<file path="src/design/tmcw_pkg.sv">
// shared constants, types and codes of the text mode console writer
`timescale 1ns / 1ps
`default_nettype none
package tmcw_pkg;

    // screen geometry
    localparam int COLUMNS = 80;
    localparam int ROWS    = 25;
    localparam int CELLS   = ROWS * COLUMNS;

    // derived widths
    localparam int MEM_AW  = $clog2(CELLS);
    localparam int COL_W   = $clog2(COLUMNS + 8);
    localparam int ROW_W   = $clog2(ROWS + 1);

    // field widths
    localparam int POS_W     = 11;
    localparam int CHAR_W    = 8;
    localparam int CELL_W    = 16;
    localparam int COLOR_W   = 4;
    localparam int ATTR_W    = 2 * COLOR_W;
    localparam int REQ_W     = 2;
    localparam int CFG_IDX_W = 2;

    // command queue
    localparam int QUEUE_DEPTH = 2;
    localparam int QPTR_W      = (QUEUE_DEPTH > 1) ? $clog2(QUEUE_DEPTH) : 1;
    localparam int QCNT_W      = $clog2(QUEUE_DEPTH + 1);

    // scroll walk bounds
    localparam int LAST_ROW_BASE = COLUMNS * (ROWS - 1);
    localparam int COPY_LAST     = LAST_ROW_BASE - 1;

    // cell constants
    localparam logic [CELL_W-1:0] RESET_CELL = 16'h0720;
    localparam logic [CHAR_W-1:0] BLANK_CHAR = 8'h20;
    localparam logic [COL_W-1:0]  TAB_MASK   = ~COL_W'(7);
    localparam logic [COL_W-1:0]  TAB_STEP   = COL_W'(8);

    // request codes
    localparam logic [REQ_W-1:0] REQ_PUT   = 2'd0;
    localparam logic [REQ_W-1:0] REQ_CLEAR = 2'd1;
    localparam logic [REQ_W-1:0] REQ_READ  = 2'd2;

    // control characters
    localparam logic [CHAR_W-1:0] CH_BACKSPACE = 8'h08;
    localparam logic [CHAR_W-1:0] CH_TAB       = 8'h09;
    localparam logic [CHAR_W-1:0] CH_NEWLINE   = 8'h0A;
    localparam logic [CHAR_W-1:0] CH_RETURN    = 8'h0D;

    // configuration register indexes
    localparam logic [CFG_IDX_W-1:0] CFG_FOREGROUND = 2'd0;
    localparam logic [CFG_IDX_W-1:0] CFG_BACKGROUND = 2'd1;

    // input beat
    typedef struct packed {
        logic [REQ_W-1:0]  req_type;
        logic [CHAR_W-1:0] char_code;
        logic [POS_W-1:0]  read_addr;
    } req_t;

    // result beat
    typedef struct packed {
        logic [POS_W-1:0]  cursor_pos;
        logic [CELL_W-1:0] cell_data;
        logic              scrolled;
    } result_t;

    // classified command
    typedef enum logic [2:0] {
        K_CHAR,
        K_NEWLINE,
        K_RETURN,
        K_TAB,
        K_BACKSPACE,
        K_CLEAR,
        K_READ,
        K_NOP
    } cmd_kind_t;

    typedef struct packed {
        cmd_kind_t         kind;
        logic [CHAR_W-1:0] char_code;
        logic [POS_W-1:0]  read_addr;
    } cmd_t;

    // status between parts
    typedef struct packed {
        logic full;
        logic empty;
    } queue_status_t;

    typedef struct packed {
        logic init_busy;
    } back_status_t;

    // back end sequencer
    typedef enum logic [2:0] {
        S_INIT,
        S_IDLE,
        S_COPY,
        S_BLANK,
        S_RESP
    } back_state_t;

endpackage
`default_nettype wire

</file>
<file path="src/design/tmcw_front.sv">
// front end: takes requests and classifies them into commands
`timescale 1ns / 1ps
`default_nettype none
module tmcw_front
    import tmcw_pkg::*;
(
    input  wire logic          start,
    input  wire req_t          req,
    input  wire queue_status_t qstat,
    input  wire back_status_t  bstat,
    output logic               busy,
    output logic               push,
    output cmd_t               push_cmd
);

    // hold off while the queue is full or the screen is being initialized
    assign busy = qstat.full | bstat.init_busy;
    assign push = start & ~busy;

    // decode request type and control characters
    always_comb
    begin
        push_cmd.char_code = req.char_code;
        push_cmd.read_addr = req.read_addr;
        case (req.req_type)
            REQ_PUT:
            begin
                case (req.char_code)
                    CH_NEWLINE:   push_cmd.kind = K_NEWLINE;
                    CH_RETURN:    push_cmd.kind = K_RETURN;
                    CH_TAB:       push_cmd.kind = K_TAB;
                    CH_BACKSPACE: push_cmd.kind = K_BACKSPACE;
                    default:      push_cmd.kind = K_CHAR;
                endcase
            end
            REQ_CLEAR: push_cmd.kind = K_CLEAR;
            REQ_READ:  push_cmd.kind = K_READ;
            default:   push_cmd.kind = K_NOP;
        endcase
    end

endmodule
`default_nettype wire

</file>
<file path="config.mk">
export PLATFORM = sky130hd
export DESIGN_NAME = tmcw_front
export DESIGN_NICKNAME = d
export VERILOG_FILES = /design/src/design/tmcw_pkg.sv /design/src/design/tmcw_front.sv
export SDC_FILE = /design/constraint.sdc
export NUM_CORES = 1
export LEC_CHECK = 0
export BUFFER_PORTS_ARGS = -buffer_cell sky130_fd_sc_hd__clkbuf_2
export CAP_MARGIN = 10
export CORE_AREA = 2 2 39 41
export DETAILED_ROUTE_END_ITERATION = 6
export DIE_AREA = 0 0 41 43
export PLACE_DENSITY = 0.69
export SLEW_MARGIN = 40
export SYNTH_ARGS = -nofsm -noshare
export SYNTH_HDL_FRONTEND = slang
export SYNTH_SLANG_ARGS = --single-unit
</file>
<file path="constraint.sdc">
create_clock -name vclk -period 0.9
set_clock_uncertainty 0.2 [all_clocks]
set_input_delay 0 -clock vclk [all_inputs]
set_output_delay 0 -clock vclk [all_outputs]
set_load 0.005 [all_outputs]
</file>
# == After elaboration in Yosys (flattened, before gate mapping) ==
# Cells that the tools add are included.
# op_classes
reduce_logical,1
bitwise,3
n_mux,2
eq_ne,6
# op_table
cell,n
$eq 8x4->1 const B,4
$pmux 3 s4,1
$pmux 3 s3,1
$eq 2x1->1 const B,1
$eq 2x2->1 const B,1
$logic_not 2->1,1
$and 1x1->1,1
$not 1->1,1
$or 1x1->1,1
# word_totals
wordCells,12
reg_bits,0
inputBits,25
output_inout_bits,24

# == Logic depth before layout (Yosys ltp) ==
# logic_depth
depth_word,3
ltp_mapped,4
mapped_depth_nobuf,4

# == Least setup slack after synthesis ==
# No wires, ideal clock.
# synth_timing
kind,input to output
from,input req[16] in the netlist's numbering
to,output push_cmd[20] in the netlist's numbering
required_ns,0.700
arrival_ns,0.693
setup_slack_ns,0.007
n_path_buf,0
stages,3
cell_sequence,nor4b_2 > nand3b_1 > o41ai_1
# synth_rtl
element,line,text
from (decl),tmcw_front.sv:8,"input wire req_t req,"
to (decl),tmcw_front.sv:13,output cmd_t push_cmd

==> parameters.txt <==
Parameter                              Value

Setup path
  Required time reported for the critical path endpoint ... 0.70 ns
  Endpoint arrival time on the critical path ... 0.97 ns
  Maximum fanout along the worst path ... 3
  Classification of the worst setup path ... in -> out
  End point of the critical path ... push_cmd[19]
  Crit path launch ... req[16]
  Kind of start point of the critical path ... input port
  Worst setup EP type ... primary output

Global routing
  Largest net degree at the start of global routing ... 5
  First-pass GRT wire length ... 759 um
  Overall overflow remaining after global route ... 0
  Initial antenna violation count ... 0
  Number of global-route vias before repair ... 220
  Global Route Usage Sum ... 0.0559

STA
  Post-Route Hold Slack ... -0.0256 ns
  Maximum clock rate ... 0.854 GHz
  Transition at the pin with the smallest max-transition slack ... 0.251 ns
  Slew headroom ... 0.830
  Final sum of negative setup slack ... -0.790 ns
  RSZ-0062 raised after global routing ... true
  Final setup margin ... -0.270 ns
  Share of the clock period used by the worst path after layout ... 1.30
  Slew Limit Fails ... 0
  Final setup vio count ... 3
  Number of hold violations in the final report ... 3
  Min cycle time layout ... 1.17 ns

Outcome
  Run status ... finished with violations
  Violations in the final reports ... hold timing, setup timing

Final layout
  Reg area ... 0 sq um
  Post-Route Utilization ... 0.311
  Ant diodes ... 0
  Ratio of cells with drive above 1 in the final layout ... 0.571
  Fin nets ... 85
  FILL cells ... 152
  FF+latch count ... 0
  Final Instance Area ... 430 sq um
  Synthesis-to-finish area growth ... 58.5%
  Clock buffer count ... 0

Power
  Clock group share of total power ... 0
  Internal power ... 0.000108 W
  Switching Share ... 0.392
  Switching component of the power ... 0.0000694 W
  Combinational group share of total power ... 1.000
  Sequential power share ... 0
  Highest ir drop seen on vdd ... 0.109 mV
  Standby leakage power ... 0.235 nW
  Design Power ... 0.000177 W
  Pwr Density ... 411 nW/um^2

Synth
  Net count of the mapped netlist ... 63
  Share of the yosys chip area belonging to registers ... 0
  Mapped Avg Cell Area ... 7.54 sq um
  Library cell occupying the most area in the post-synthesis netlist ... sky130_fd_sc_hd__buf_4
  Cells after Synth ... 36
  Xor/xnor cell area share of the yosys netlist ... 0.0323
  Distinct cell type count after synthesis ... 11
  Area fraction in and, or, nand and nor cells after synthesis ... 0.134
  Combinational family with the most area after synthesis ... buffers and inverters
  Adder and majority gate portion of the synthesized area ... 0.0922
  Most repeated cell in the gate-level netlist after synthesis ... sky130_fd_sc_hd__buf_4
  Top-area cell type share of the netlist area ... 0.525
  Share of the synthesized area in compound gates (AO/OA/AOI/OAI) ... 0.161
  Synth cell count leaders ... 19 x sky130_fd_sc_hd__buf_4, 4 x sky130_fd_sc_hd__inv_1
  Synthesis warning total ... 0
  Mux contribution to synthesized area ... 0
  Total standard cell area after synthesis ... 272 sq um
  Largest cells by area after synthesis ... sky130_fd_sc_hd__buf_4 53%, sky130_fd_sc_hd__ha_1 9.2%, sky130_fd_sc_hd__o41ai_1 6.5%

Routing
  Final routed DRC violation total ... 0
  Number of DRC violations after detailed-routing iteration 0 ... 0
  Number of vias in the routed layout ... 291
  Wire length per cell after detailed routing ... 8.04 um
  Detailed Route WL ... 579 um
  TritonRoute pass-1 iters ... 1
  Via-to-Cell Ratio ... 4.04
  Remaining number of nets flagged by the antenna check after routing ... 0

Die
  Number of I/O pins ... 49
  Total number of placement rows ... 14
  Initial Utilization ... 0.196
  Horizontal die dimension ... 41 um
  DIE HEIGHT ... 43 um
  Die area ... 1760 sq um
  Area inside the core boundary ... 1380 sq um

Clocking
  Post-CTS Hold Buffers ... 11
  Post-CTS Repair Setup Buffers ... 0

Placement
  Number of buffer cells added on primary ports ... 26
  Final weighted congestion in routability-driven placement ... 0.670
  Detailed Place HPWL ... 477 um
  Post-placement worst setup slack ... -0.292 ns
  DP Area ... 294 sq um

Job
  Maximum capacitance violations ... 0

Worst hold path
  Worst min-delay path category ... in -> out
[cell families (layout without fill, tap and decap cells)]
group                    after synthesis  count (layout)
buffers and inverters                 23              43
AO/OA/AOI/OAI                          5               5
AND/OR/NAND/NOR                        5               5
adder cells (fa/ha/maj)                2               2
XOR/XNOR                               1               1
[area by class of cell]
class,instances,area (sq um),area share
inverters,4,15.0,0.0349
multi-input cells,13,130,0.302
well taps,16,20.0,0.0465
repair buffers,39,265,0.616
[cell usage in the layout, fill, tap and decap left out, types with 2 or more instances in the layout]
cell type / n
sky130_fd_sc_hd__a21oi_1: 2
sky130_fd_sc_hd__buf_2: 2
sky130_fd_sc_hd__buf_4: 2
sky130_fd_sc_hd__clkbuf_2: 23
sky130_fd_sc_hd__dlygate4sd3_1: 11
sky130_fd_sc_hd__ha_1: 2
sky130_fd_sc_hd__inv_1: 4
sky130_fd_sc_hd__nor2_1: 2
sky130_fd_sc_hd__o41ai_2: 2
[through the flow]
step                instances  hold WS [ns]
floorplan                  36        -0.141
global placement           61        -0.200
detailed placement         61        -0.200
CTS                        72      -0.00903
global route               72       -0.0182
finish                     72       -0.0256
[power groups by stage]
stage	clock (W)	combinational [W]	sequential, W
6_report	0	0.000177	0
4_1_cts	0	0.000169	0
2_1_floorplan	0	0.000106	0
3_5_place_dp	0	0.000124	0
5_1_grt	0	0.000196	0
3_3_place_gp	0	0.000122	0
[critical path, stage by stage]
cell                       delay [ns]
sky130_fd_sc_hd__buf_8           0.10
sky130_fd_sc_hd__nor4b_4         0.25
sky130_fd_sc_hd__nand3b_1        0.17
sky130_fd_sc_hd__o41ai_2         0.29
sky130_fd_sc_hd__buf_2           0.16
[metal layers]
| layer | global-route usage | part of all wire | wire length, um | vias to the layer above |
|---|---|---|---|---|
| li1 | - | - | - | 142 |
| met1 | 0.0506 | 0.23 | 134 | 127 |
| met2 | 0.125 | 0.65 | 374 | 22 |
| met3 | 0 | 0.12 | 71 | 0 |
| met4 | 0 | 0 | 0 | 0 |
| met5 | 0 | 0 | 0 | - |
[worst min-delay path by stage]
stage	start	slack, ns	end	depth (start not counted)
finish	req[16]	-0.03	push_cmd[16]	2
global route	req[16]	-0.02	push_cmd[16]	2
CTS	req[17]	-0.009	push_cmd[17]	2
detailed placement	req[4]	-0.20	push_cmd[4]	0
global placement	req[4]	-0.20	push_cmd[4]	0
floorplan	req[19]	-0.14	push_cmd[19]	1
[what timing repair did]
item	4_1_cts	5_1_grt
endpoints found under the setup margin	3	3
hold endpoints to repair	15	1
gates resized for setup	0	6
pin swaps	0	1
(Power assumes the default switching activity.)
