File: config.mk
export PLATFORM = sky130hd
export DESIGN_NAME = tmcw_cmd_queue
export DESIGN_NICKNAME = d
export VERILOG_FILES = /design/src/design/tmcw_pkg.sv /design/src/design/tmcw_cmd_queue.sv
export SDC_FILE = /design/constraint.sdc
export NUM_CORES = 1
export LEC_CHECK = 0
export BUFFER_PORTS_ARGS = -buffer_cell sky130_fd_sc_hd__buf_2
export CAP_MARGIN = 20
export CELL_PAD_IN_SITES_DETAIL_PLACEMENT = 0
export CELL_PAD_IN_SITES_GLOBAL_PLACEMENT = 1
export CORE_ASPECT_RATIO = 2
export CORE_MARGIN = 4
export CORE_UTILIZATION = 24
export CTS_CLUSTER_DIAMETER = 40
export DETAILED_ROUTE_END_ITERATION = 10
export GPL_ROUTABILITY_DRIVEN = 0
export PLACE_DENSITY_LB_ADDON = 0.25
export SLEW_MARGIN = 20
export SYNTH_ARGS = -nofsm -noshare
export SYNTH_HDL_FRONTEND = slang
export SYNTH_SLANG_ARGS = --single-unit
File: constraint.sdc
create_clock -name clk -period 1.93 [get_ports clk]
set_input_delay 0.386 -clock clk [delete_from_list [all_inputs] [get_ports clk]]
set_output_delay 0.386 -clock clk [all_outputs]
set_load 0.05 [all_outputs]
File: src/design/tmcw_pkg.sv
// shared constants, types and codes of the text mode console writer
`timescale 1ns / 1ps
`default_nettype none
package tmcw_pkg;

    // screen geometry
    localparam int COLUMNS = 80;
    localparam int ROWS    = 25;
    localparam int CELLS   = ROWS * COLUMNS;

    // derived widths
    localparam int MEM_AW  = $clog2(CELLS);
    localparam int COL_W   = $clog2(COLUMNS + 8);
    localparam int ROW_W   = $clog2(ROWS + 1);

    // field widths
    localparam int POS_W     = 11;
    localparam int CHAR_W    = 8;
    localparam int CELL_W    = 16;
    localparam int COLOR_W   = 4;
    localparam int ATTR_W    = 2 * COLOR_W;
    localparam int REQ_W     = 2;
    localparam int CFG_IDX_W = 2;

    // command queue
    localparam int QUEUE_DEPTH = 2;
    localparam int QPTR_W      = (QUEUE_DEPTH > 1) ? $clog2(QUEUE_DEPTH) : 1;
    localparam int QCNT_W      = $clog2(QUEUE_DEPTH + 1);

    // scroll walk bounds
    localparam int LAST_ROW_BASE = COLUMNS * (ROWS - 1);
    localparam int COPY_LAST     = LAST_ROW_BASE - 1;

    // cell constants
    localparam logic [CELL_W-1:0] RESET_CELL = 16'h0720;
    localparam logic [CHAR_W-1:0] BLANK_CHAR = 8'h20;
    localparam logic [COL_W-1:0]  TAB_MASK   = ~COL_W'(7);
    localparam logic [COL_W-1:0]  TAB_STEP   = COL_W'(8);

    // request codes
    localparam logic [REQ_W-1:0] REQ_PUT   = 2'd0;
    localparam logic [REQ_W-1:0] REQ_CLEAR = 2'd1;
    localparam logic [REQ_W-1:0] REQ_READ  = 2'd2;

    // control characters
    localparam logic [CHAR_W-1:0] CH_BACKSPACE = 8'h08;
    localparam logic [CHAR_W-1:0] CH_TAB       = 8'h09;
    localparam logic [CHAR_W-1:0] CH_NEWLINE   = 8'h0A;
    localparam logic [CHAR_W-1:0] CH_RETURN    = 8'h0D;

    // configuration register indexes
    localparam logic [CFG_IDX_W-1:0] CFG_FOREGROUND = 2'd0;
    localparam logic [CFG_IDX_W-1:0] CFG_BACKGROUND = 2'd1;

    // input beat
    typedef struct packed {
        logic [REQ_W-1:0]  req_type;
        logic [CHAR_W-1:0] char_code;
        logic [POS_W-1:0]  read_addr;
    } req_t;

    // result beat
    typedef struct packed {
        logic [POS_W-1:0]  cursor_pos;
        logic [CELL_W-1:0] cell_data;
        logic              scrolled;
    } result_t;

    // classified command
    typedef enum logic [2:0] {
        K_CHAR,
        K_NEWLINE,
        K_RETURN,
        K_TAB,
        K_BACKSPACE,
        K_CLEAR,
        K_READ,
        K_NOP
    } cmd_kind_t;

    typedef struct packed {
        cmd_kind_t         kind;
        logic [CHAR_W-1:0] char_code;
        logic [POS_W-1:0]  read_addr;
    } cmd_t;

    // status between parts
    typedef struct packed {
        logic full;
        logic empty;
    } queue_status_t;

    typedef struct packed {
        logic init_busy;
    } back_status_t;

    // back end sequencer
    typedef enum logic [2:0] {
        S_INIT,
        S_IDLE,
        S_COPY,
        S_BLANK,
        S_RESP
    } back_state_t;

endpackage
`default_nettype wire

File: src/design/tmcw_cmd_queue.sv
// short command queue between front and back end
`timescale 1ns / 1ps
`default_nettype none
module tmcw_cmd_queue
    import tmcw_pkg::*;
(
    input  wire logic    clk,
    input  wire logic    rst_n,
    input  wire logic    push,
    input  wire cmd_t    push_cmd,
    input  wire logic    pop,
    output cmd_t         pop_cmd,
    output queue_status_t status
);

    cmd_t              slot_reg [QUEUE_DEPTH];
    logic [QPTR_W-1:0] wr_ptr_reg, wr_ptr_next;
    logic [QPTR_W-1:0] rd_ptr_reg, rd_ptr_next;
    logic [QCNT_W-1:0] count_reg, count_next;

    // status and head
    assign status.full  = (count_reg == QCNT_W'(QUEUE_DEPTH));
    assign status.empty = (count_reg == '0);
    assign pop_cmd      = slot_reg[rd_ptr_reg];

    // pointer and count update
    always_comb
    begin
        wr_ptr_next = wr_ptr_reg;
        rd_ptr_next = rd_ptr_reg;
        count_next  = count_reg;
        if (push)
        begin
            wr_ptr_next = (wr_ptr_reg == QPTR_W'(QUEUE_DEPTH - 1)) ? '0 : wr_ptr_reg + 1'b1;
        end
        if (pop)
        begin
            rd_ptr_next = (rd_ptr_reg == QPTR_W'(QUEUE_DEPTH - 1)) ? '0 : rd_ptr_reg + 1'b1;
        end
        if (push && !pop)
        begin
            count_next = count_reg + 1'b1;
        end
        else if (pop && !push)
        begin
            count_next = count_reg - 1'b1;
        end
    end

    // control registers
    always_ff @(posedge clk or negedge rst_n)
    begin
        if (!rst_n)
        begin
            wr_ptr_reg <= '0;
            rd_ptr_reg <= '0;
            count_reg  <= '0;
        end
        else
        begin
            wr_ptr_reg <= wr_ptr_next;
            rd_ptr_reg <= rd_ptr_next;
            count_reg  <= count_next;
        end
    end

    // storage
    always_ff @(posedge clk)
    begin
        if (push)
        begin
            slot_reg[wr_ptr_reg] <= push_cmd;
        end
    end

endmodule
`default_nettype wire

## Word-level counts from Yosys, hierarchy flattened

Memory sizes are Yosys's and may differ from the RTL's.
Cells that the tools add are included.
Widths: inputs -> output; s select.

- Reduce and logical (&&, ||, !) cells: 6
- Add/sub/neg operators: 4
- Mux-type cells: 6
- Equality and inequality tests: 1

Operators by type and width:

| kind | number |
|---|---|
| $mux 1 | 4 |
| $mux 2 | 2 |
| $add 1x1->1 const B | 2 |
| $add 2x1->2 const B | 1 |
| $eq 2x2->1 const B | 1 |
| $logic_and 1x1->1 | 2 |
| $logic_not 1->1 | 2 |
| $logic_not 2->1 | 1 |
| $reduce_bool 2->1 | 1 |
| $sub 2x1->2 const B | 1 |

- Bits in writable memories: 44
- Memories: 1
- Bits of input ports: 26
- Word-level logic and storage cells: 21
- Register bits: 4
- Output and inout port bits: 24

Memories:

| memory | depth | bits a word | rd ports | clocked after Yosys merged registers in | write ports | line | RTL |
|---|---|---|---|---|---|---|---|
| slot_reg | 2 | 22 | 1 | 0 | 1 | tmcw_cmd_queue.sv:16 | `cmd_t slot_reg [QUEUE_DEPTH];` |

## Longest topological paths before layout

Gate-level depths: netlist of run 1.

- Depth after elaboration: 4
- Mapped depth: 5

## Worst setup path before layout of run 1

OpenSTA, ideal clock, no wires.

- Path kind: input -> register
- From: in push
- To: mem slot_reg[0][0] (netlist bit) (enable)
- Library setup time: 403 ps
- Buffers on the path: 0
- Stages: 1
- Required time: 1,527 ps
- Slack: 120 ps
- Arrival: 1,406 ps
- Cells stage by stage: nor2b_1

- Longest elaborated chain between the ends: 2

Ends and longest elaborated chain:

| item | line | RTL |
|---|---|---|
| from (decl) | tmcw_cmd_queue.sv:9 | `input wire logic push,` |
| $mux 1 | tmcw_cmd_queue.sv:70 | `if (push)` |
| $mux 1 (not written as such) | tmcw_cmd_queue.sv:72 | `slot_reg[wr_ptr_reg] <= push_cmd;` |
| to (decl) | tmcw_cmd_queue.sv:16 |  |

Every way passes these cells.

==> run_results.csv, run 1 <==
group,metric,value,unit
logic_synthesis,synth-compound-area-share,0,%
floorplanning,die_h,130,um
logic_synthesis,netlist_area,1780,um^2
clock_tree,clockBufferDepth,2,
setup_path,crit_path_cell_trace,"buf_4 -> mux2_2 -> buf_2",
setup_path,ff2ff_path_depth,2,
logic_synthesis,synth_cell_types,11,
floorplanning,start_util,24.5,%
setup_path,cp_num_cells,3,
clock_tree,clk_pin_slew,0.06,ns
logic_synthesis,synth_area_leaders,"edfxtp_1 74%, mux2_2 14%, dfrtp_1 5.6%",
logic_synthesis,synth_xor_area_share,2.46,%
pwr,power.density,1680,nW/um^2
sta,slew_headroom,83.1,%
sta,period_share,93.0,%
routing,drc,0,
routing,final_antenna_net_count,0,
logic_synthesis,async_reset_ff_share,8.33,%
logic_synthesis,synth_most_common_cell,"edfxtp_1",
finish,fin_nets,172,
logic_synthesis,yosysWarnings,0,
global_route,overflow,0,
clock_tree,htree_levels,2,
global_route,antenna_found_initial,0,
placed_design,dp_hpwl,2370,um
sta,slew_viol_final,0,
setup_path,slowest_stage,"mux2_2",
floorplanning,dieArea,8930,um^2
sta,clock.fmax,557,MHz
placed_design,placed_cell_area,2160,um^2
finish,num_antenna_cells,0,
logic_synthesis,netlist_instances,84,
logic_synthesis,ys_ff_latch,48,
finish,finish.instance_area,2320,um^2
logic_synthesis,synth-simple-area-share,1.48,%
setup_path,crit_arrival,1.41,ns
routing,drt_pre_antenna_iters,2,
setup_path,startpoint_type,"flop",
min_path,hold_depth,1,
sta,setup_viol,0,
clock_tree,insertion_delay,0.29,ns
logic_synthesis,synth_seq_area_share,79.9,%
logic_synthesis,syn_nets,111,
global_route,grt_pass1_vias,1087,
sta,tns,0,ns
placed_design,io_buffer_count,49,
finish,areaGrowthSynthToFinish,30.6,%
sta,rsz0062_at_grt,"false",
sta,finalWorstSetupSlack,0.134,ns
min_path,min_path_type,"input pin to flop",
clock_tree,cts-root-buf,"clkbuf_16",
sta,worst_pin_slew,0.255,ns
finish,largest_reg_flops,44,
pwr,p_leak,0.886,nW
floorplanning,die_width,68.9,um
logic_synthesis,synthMuxAreaShare,13.9,%
logic_synthesis,synth.top_cell.area_share,74.3,%
logic_synthesis,ys.flop_type,"edfxtp_1",
routing,via_count,923,
setup_path,slowest_delay,0.36,ns
pwr,ir_drop,0.722,mV
floorplanning,row_count,44,
logic_synthesis,synth_adder_area_share,0.704,%
routing,drtIter0Drc,44,
sta,hold_violations,0,
logic_synthesis,netlist_top_cells_count,"44 x edfxtp_1, 22 x mux2_2, 4 x dfrtp_1, 4 x xor2_1",
flow_run,drv_cap,0,
sta,period_minus_slack,1.80,ns
logic_synthesis,synth_edf_count,44,
finish,drive_gt1_share,58.9,%
logic_synthesis,netlist.top_cell.by_area,"edfxtp_1",
global_route,track_usage,7.90,%
setup_path,crit_buf_inv,2,
placed_design,dp_slack,0.429,ns
routing,vias_per_cell,3.88,
setup_path,cp-end-kind,"primary output",
sta,whs,0.286,ns
routing,routed_wl,3180,um
setup_path,cpLargestDelayFamily,"buffers and inverters",
sta,finClkSkew,0.00333,ns
clock_tree,numCtsBuffers,5,
clock_tree,cts_tree,"yes",
global_route,grt_max_degree,17,
clock_tree,cts.sinks,48,
logic_synthesis,synth.avg_cell_area,21.2,um^2
floorplanning,coreArea,7270,um^2
logic_synthesis,synth_top_family_by_area,"multiplexers",
global_route,grt_pass1_wl,4920,um
routing,wl_per_cell,13.3,um
setup_path,crit_type,"flop to primary output",
setup_path,cp.required,1.54,ns
setup_path,path_max_fanout,13,
floorplanning,ioPinCount,50,
status,status,"complete, no violations",
[per-layer routing]
metal	vias up	track usage, %	routed length (um)
met5	-	0	0
met4	0	4.83	95
met3	6	2.67	224
met2	29	14.7	1850
met1	446	6.76	1010
li1	442	-	-
[where the power goes]
part | total [mW] | internal, mW | switching, mW
Sequential | 1.47 | 1.39 | 0.0768
Combinational | 1.60 | 0.468 | 1.13
Clock | 0.834 | 0.481 | 0.354
[kinds of logic (layout without fill, tap and decap cells)]
group | after synthesis | count (layout)
flops | 48 | 48
mux | 22 | 22
simple gates | 5 | 5
buf+inv | 3 | 65
fa+ha+maj | 1 | 1
xor+xnor | 5 | 5
[cell usage in the layout, fill, tap and decap left out, drive strengths merged]
| cell type | instances |
|---|---|
| nor2b | 2 |
| ha | 1 |
| xor2 | 4 |
| buf | 55 |
| xnor2 | 1 |
| dlygate4sd3 | 1 |
| edfxtp | 44 |
| nor2 | 2 |
| clkinvlp | 2 |
| and2 | 1 |
| inv | 1 |
| mux2 | 22 |
| clkbuf | 5 |
| dfrtp | 4 |
| clkinv | 1 |
[cell type report]
type | instances | area [um^2]
Inverter | 1 | 3.75
Tap cell | 92 | 115
Timing Repair Buffer | 56 | 300
Clock buffer | 5 | 125
Multi-Input combinational cell | 33 | 333
Fill cell | 764 | 4940
Sequential cell | 48 | 1420
Clock inverter | 3 | 23.8
[stage by stage]
step,std cells,utilization [%],power [mW]
final,238,32.0,3.90
after global placement,229,29.8,3.09
after CTS,238,32.0,3.97
after floorplan,84,-,2.75
after global routing,238,32.0,4.10
after detailed placement,229,29.8,3.12
[timing repair]
action	4_1_cts	5_1_grt
buffers inserted	0	0
hold buffers	1	0
endpoints found under the hold margin	4	0
gates resized for setup	0	0
[path summary, 6_finish.rpt]
check / from / end / slack, ns
min: push_cmd[7] / slot_reg[1][7] / 0.29
max reg2reg: wr_ptr_reg / slot_reg[1][8] / 0.85
min in group asynchronous: rst_n / count_reg[0] / 0.43
max: rd_ptr_reg / pop_cmd[20] / 0.13
min reg2reg: count_reg[1] / count_reg[1] / 0.50
max in group asynchronous: rst_n / wr_ptr_reg / 1.38
(Power assumes the default switching activity.)
==> inputs of run 2 (changes only) <==
Settings changed: ABC_AREA set to 1, CTS_CLUSTER_DIAMETER 40 to 60.
==> run_results.csv, run 2 <==
group,metric,value,unit
pwr,power.density,1700,nW/um^2
logic_synthesis,ys_ff_latch,48,
floorplanning,start_util,24.7,%
routing,via_count,944,
global_route,overflow,0,
routing,vias_per_cell,3.82,
logic_synthesis,synth.avg_cell_area,19.3,um^2
sta,slew_headroom,80.9,%
clock_tree,cts-root-buf,"clkbuf_16",
global_route,grt_pass1_wl,5310,um
clock_tree,clockBufferDepth,2,
clock_tree,cts_tree,"yes",
logic_synthesis,syn_nets,120,
routing,final_antenna_net_count,0,
min_path,min_to,"slot_reg[1][6]",
setup_path,rr_startpoint,"wr_ptr_reg",
sta,setup_viol,0,
finish,fillers,770,
logic_synthesis,synth_edf_count,44,
routing,wl_met2,1990,um
setup_path,crit_arrival,1.43,ns
routing,route.met3.wl,246,um
routing,met1_length,1080,um
sta,whs,0.288,ns
finish,largest_reg_flops,44,
sta,clock.fmax,552,MHz
sta,hold_violations,0,
global_route,grt_max_degree,15,
sta,rsz0062_at_grt,"false",
setup_path,cp-end-kind,"primary output",
clock_tree,cts.sinks,48,
min_path,min_path_type,"input pin to flop",
clock_tree,insertion_delay,0.28,ns
min_path,hold_depth,1,
setup_path,ff2ff_path_depth,3,
routing,highest_layer,"met4",
clock_tree,cts_resized,0,
logic_synthesis,netlist.top_cell.by_area,"edfxtp_1",
clock_tree,clk_pin_slew,0.06,ns
setup_path,rr_endpoint,"slot_reg[1][1]",
floorplanning,row_count,44,
clock_tree,htree_levels,2,
finish,drive_gt1_share,54.2,%
finish,layout_common_cells,"49 x buf_2, 44 x edfxtp_1, 22 x mux2_2, 7 x inv_1, 6 x buf_4",
logic_synthesis,synth_area_leaders,"edfxtp_1 73%, mux2_2 14%, dfrtp_1 5.6%",
routing,drtIter0Drc,40,
placed_design,dp.cells,238,
sta,slew_viol_final,0,
floorplanning,die_width,69.2,um
logic_synthesis,ys.flop_type,"edfxtp_1",
global_route,grt_pass1_vias,1100,
sta,period_share,93.9,%
logic_synthesis,synth_cell_types,12,
logic_synthesis,synth_seq_area_share,79.1,%
clock_tree,numCtsBuffers,5,
sta,finalWorstSetupSlack,0.118,ns
floorplanning,coreArea,7270,um^2
routing,drc,0,
finish,stdcell_count,247,
sta,period_minus_slack,1.81,ns
min_path,hp-start,"push_cmd[6]",
floorplanning,die_h,130,um
pwr,ir_drop,0.534,mV
setup_path,ff2ff_setup_slack,0.70,ns
flow_run,drv_cap,0,
routing,routed_wl,3420,um
global_route,antenna_found_initial,0,
finish,areaGrowthSynthToFinish,31.0,%
setup_path,startpoint_type,"flop",
logic_synthesis,netlist_instances,93,
placed_design,dp_slack,0.406,ns
floorplanning,ioPinCount,50,
sta,finClkSkew,0.00364,ns
logic_synthesis,async_reset_ff_share,8.33,%
logic_synthesis,synth_most_common_cell,"edfxtp_1",
setup_path,crit_type,"flop to primary output",
placed_design,io_buffer_count,49,
logic_synthesis,netlist_top_cells_count,"44 x edfxtp_1, 22 x mux2_2, 7 x inv_1",
finish,fin_nets,181,
clock_tree,postCtsHoldBufs,1,
pwr,finalPower,4.02,mW
global_route,track_usage,8.09,%
routing,wl_per_cell,13.8,um
placed_design,dp_hpwl,2640,um
status,status,"complete, no violations",
sta,worst_pin_slew,0.287,ns
clock_tree,post_cts_buffers,0,
floorplanning,dieArea,9020,um^2
setup_path,cp.required,1.54,ns
pwr,p_leak,0.931,nW
finish,num_antenna_cells,0,
logic_synthesis,netlist_area,1800,um^2
finish,layout_commonest_cell,"buf_2",
logic_synthesis,synth.top_cell.area_share,73.5,%
logic_synthesis,yosysWarnings,0,
routing,drt_pre_antenna_iters,3,
sta,tns,0,ns
setup_path,path_max_fanout,14,
==> run 2: worst max-delay path by stage <==
stage,endpoint,startpoint,slack (ns),depth (start not counted)
2_1_floorplan,slot_reg[0][0],push,0.17,2
3_3_place_gp,pop_cmd[18],rd_ptr_reg,0.42,3
3_5_place_dp,pop_cmd[18],rd_ptr_reg,0.41,3
4_1_cts,pop_cmd[18],rd_ptr_reg,0.09,3
5_1_grt,pop_cmd[18],rd_ptr_reg,0.06,3
6_report,pop_cmd[2],rd_ptr_reg,0.12,3
==> run 2: where the power goes <==
| part | internal, mW | switching [mW] | leakage, nW |
|---|---|---|---|
| Sequential | 1.39 | 0.0765 | 0.460 |
| Combinational | 0.465 | 1.15 | 0.393 |
| Clock | 0.601 | 0.331 | 0.0789 |
| Total | 2.46 | 1.56 | 0.931 |
==> run 2: critical path: stages, from the launching register on <==
cell     delay [ns]
dfrtp_1        0.34
buf_4          0.22
mux2_2         0.36
buf_2          0.21
==> run 2: logic make-up (layout without fill, tap and decap cells) <==
group                    after synthesis  count (layout)  synth area share, %
flip-flops                            48              48                 79.1
multiplexers                          22              22                 13.8
AND/OR/NAND/NOR                       10              10                 2.30
buffers and inverters                  9              71                 2.71
XOR/XNOR                               3               3                 1.46
adder cells (fa/ha/maj)                1               1                0.696
==> run 2: metrics by stage <==
stage               utilization (%)  area, um^2
finish                         32.4        2360
global route                   32.4        2360
CTS                            32.4        2360
detailed placement             30.0        2180
global placement               30.0        2180
floorplan                         -        1800
==> run 2: layout make-up <==
cell class	instances	area (um^2)	share of cell area (%)
flip-flops and latches	48	1420	60.3
clock inverters	3	37.5	1.59
clock buffers	5	125	5.31
well taps	92	115	4.89
inverters	7	26.3	1.12
multi-input cells	36	330	14.0
repair buffers	56	300	12.7
==> run 2: per-layer routing <==
metal  vias to the layer above  track usage [%]
li1                        462                -
met1                       446             6.29
met2                        29             15.7
met3                         7             3.68
met4                         0             5.18
met5                         -                0
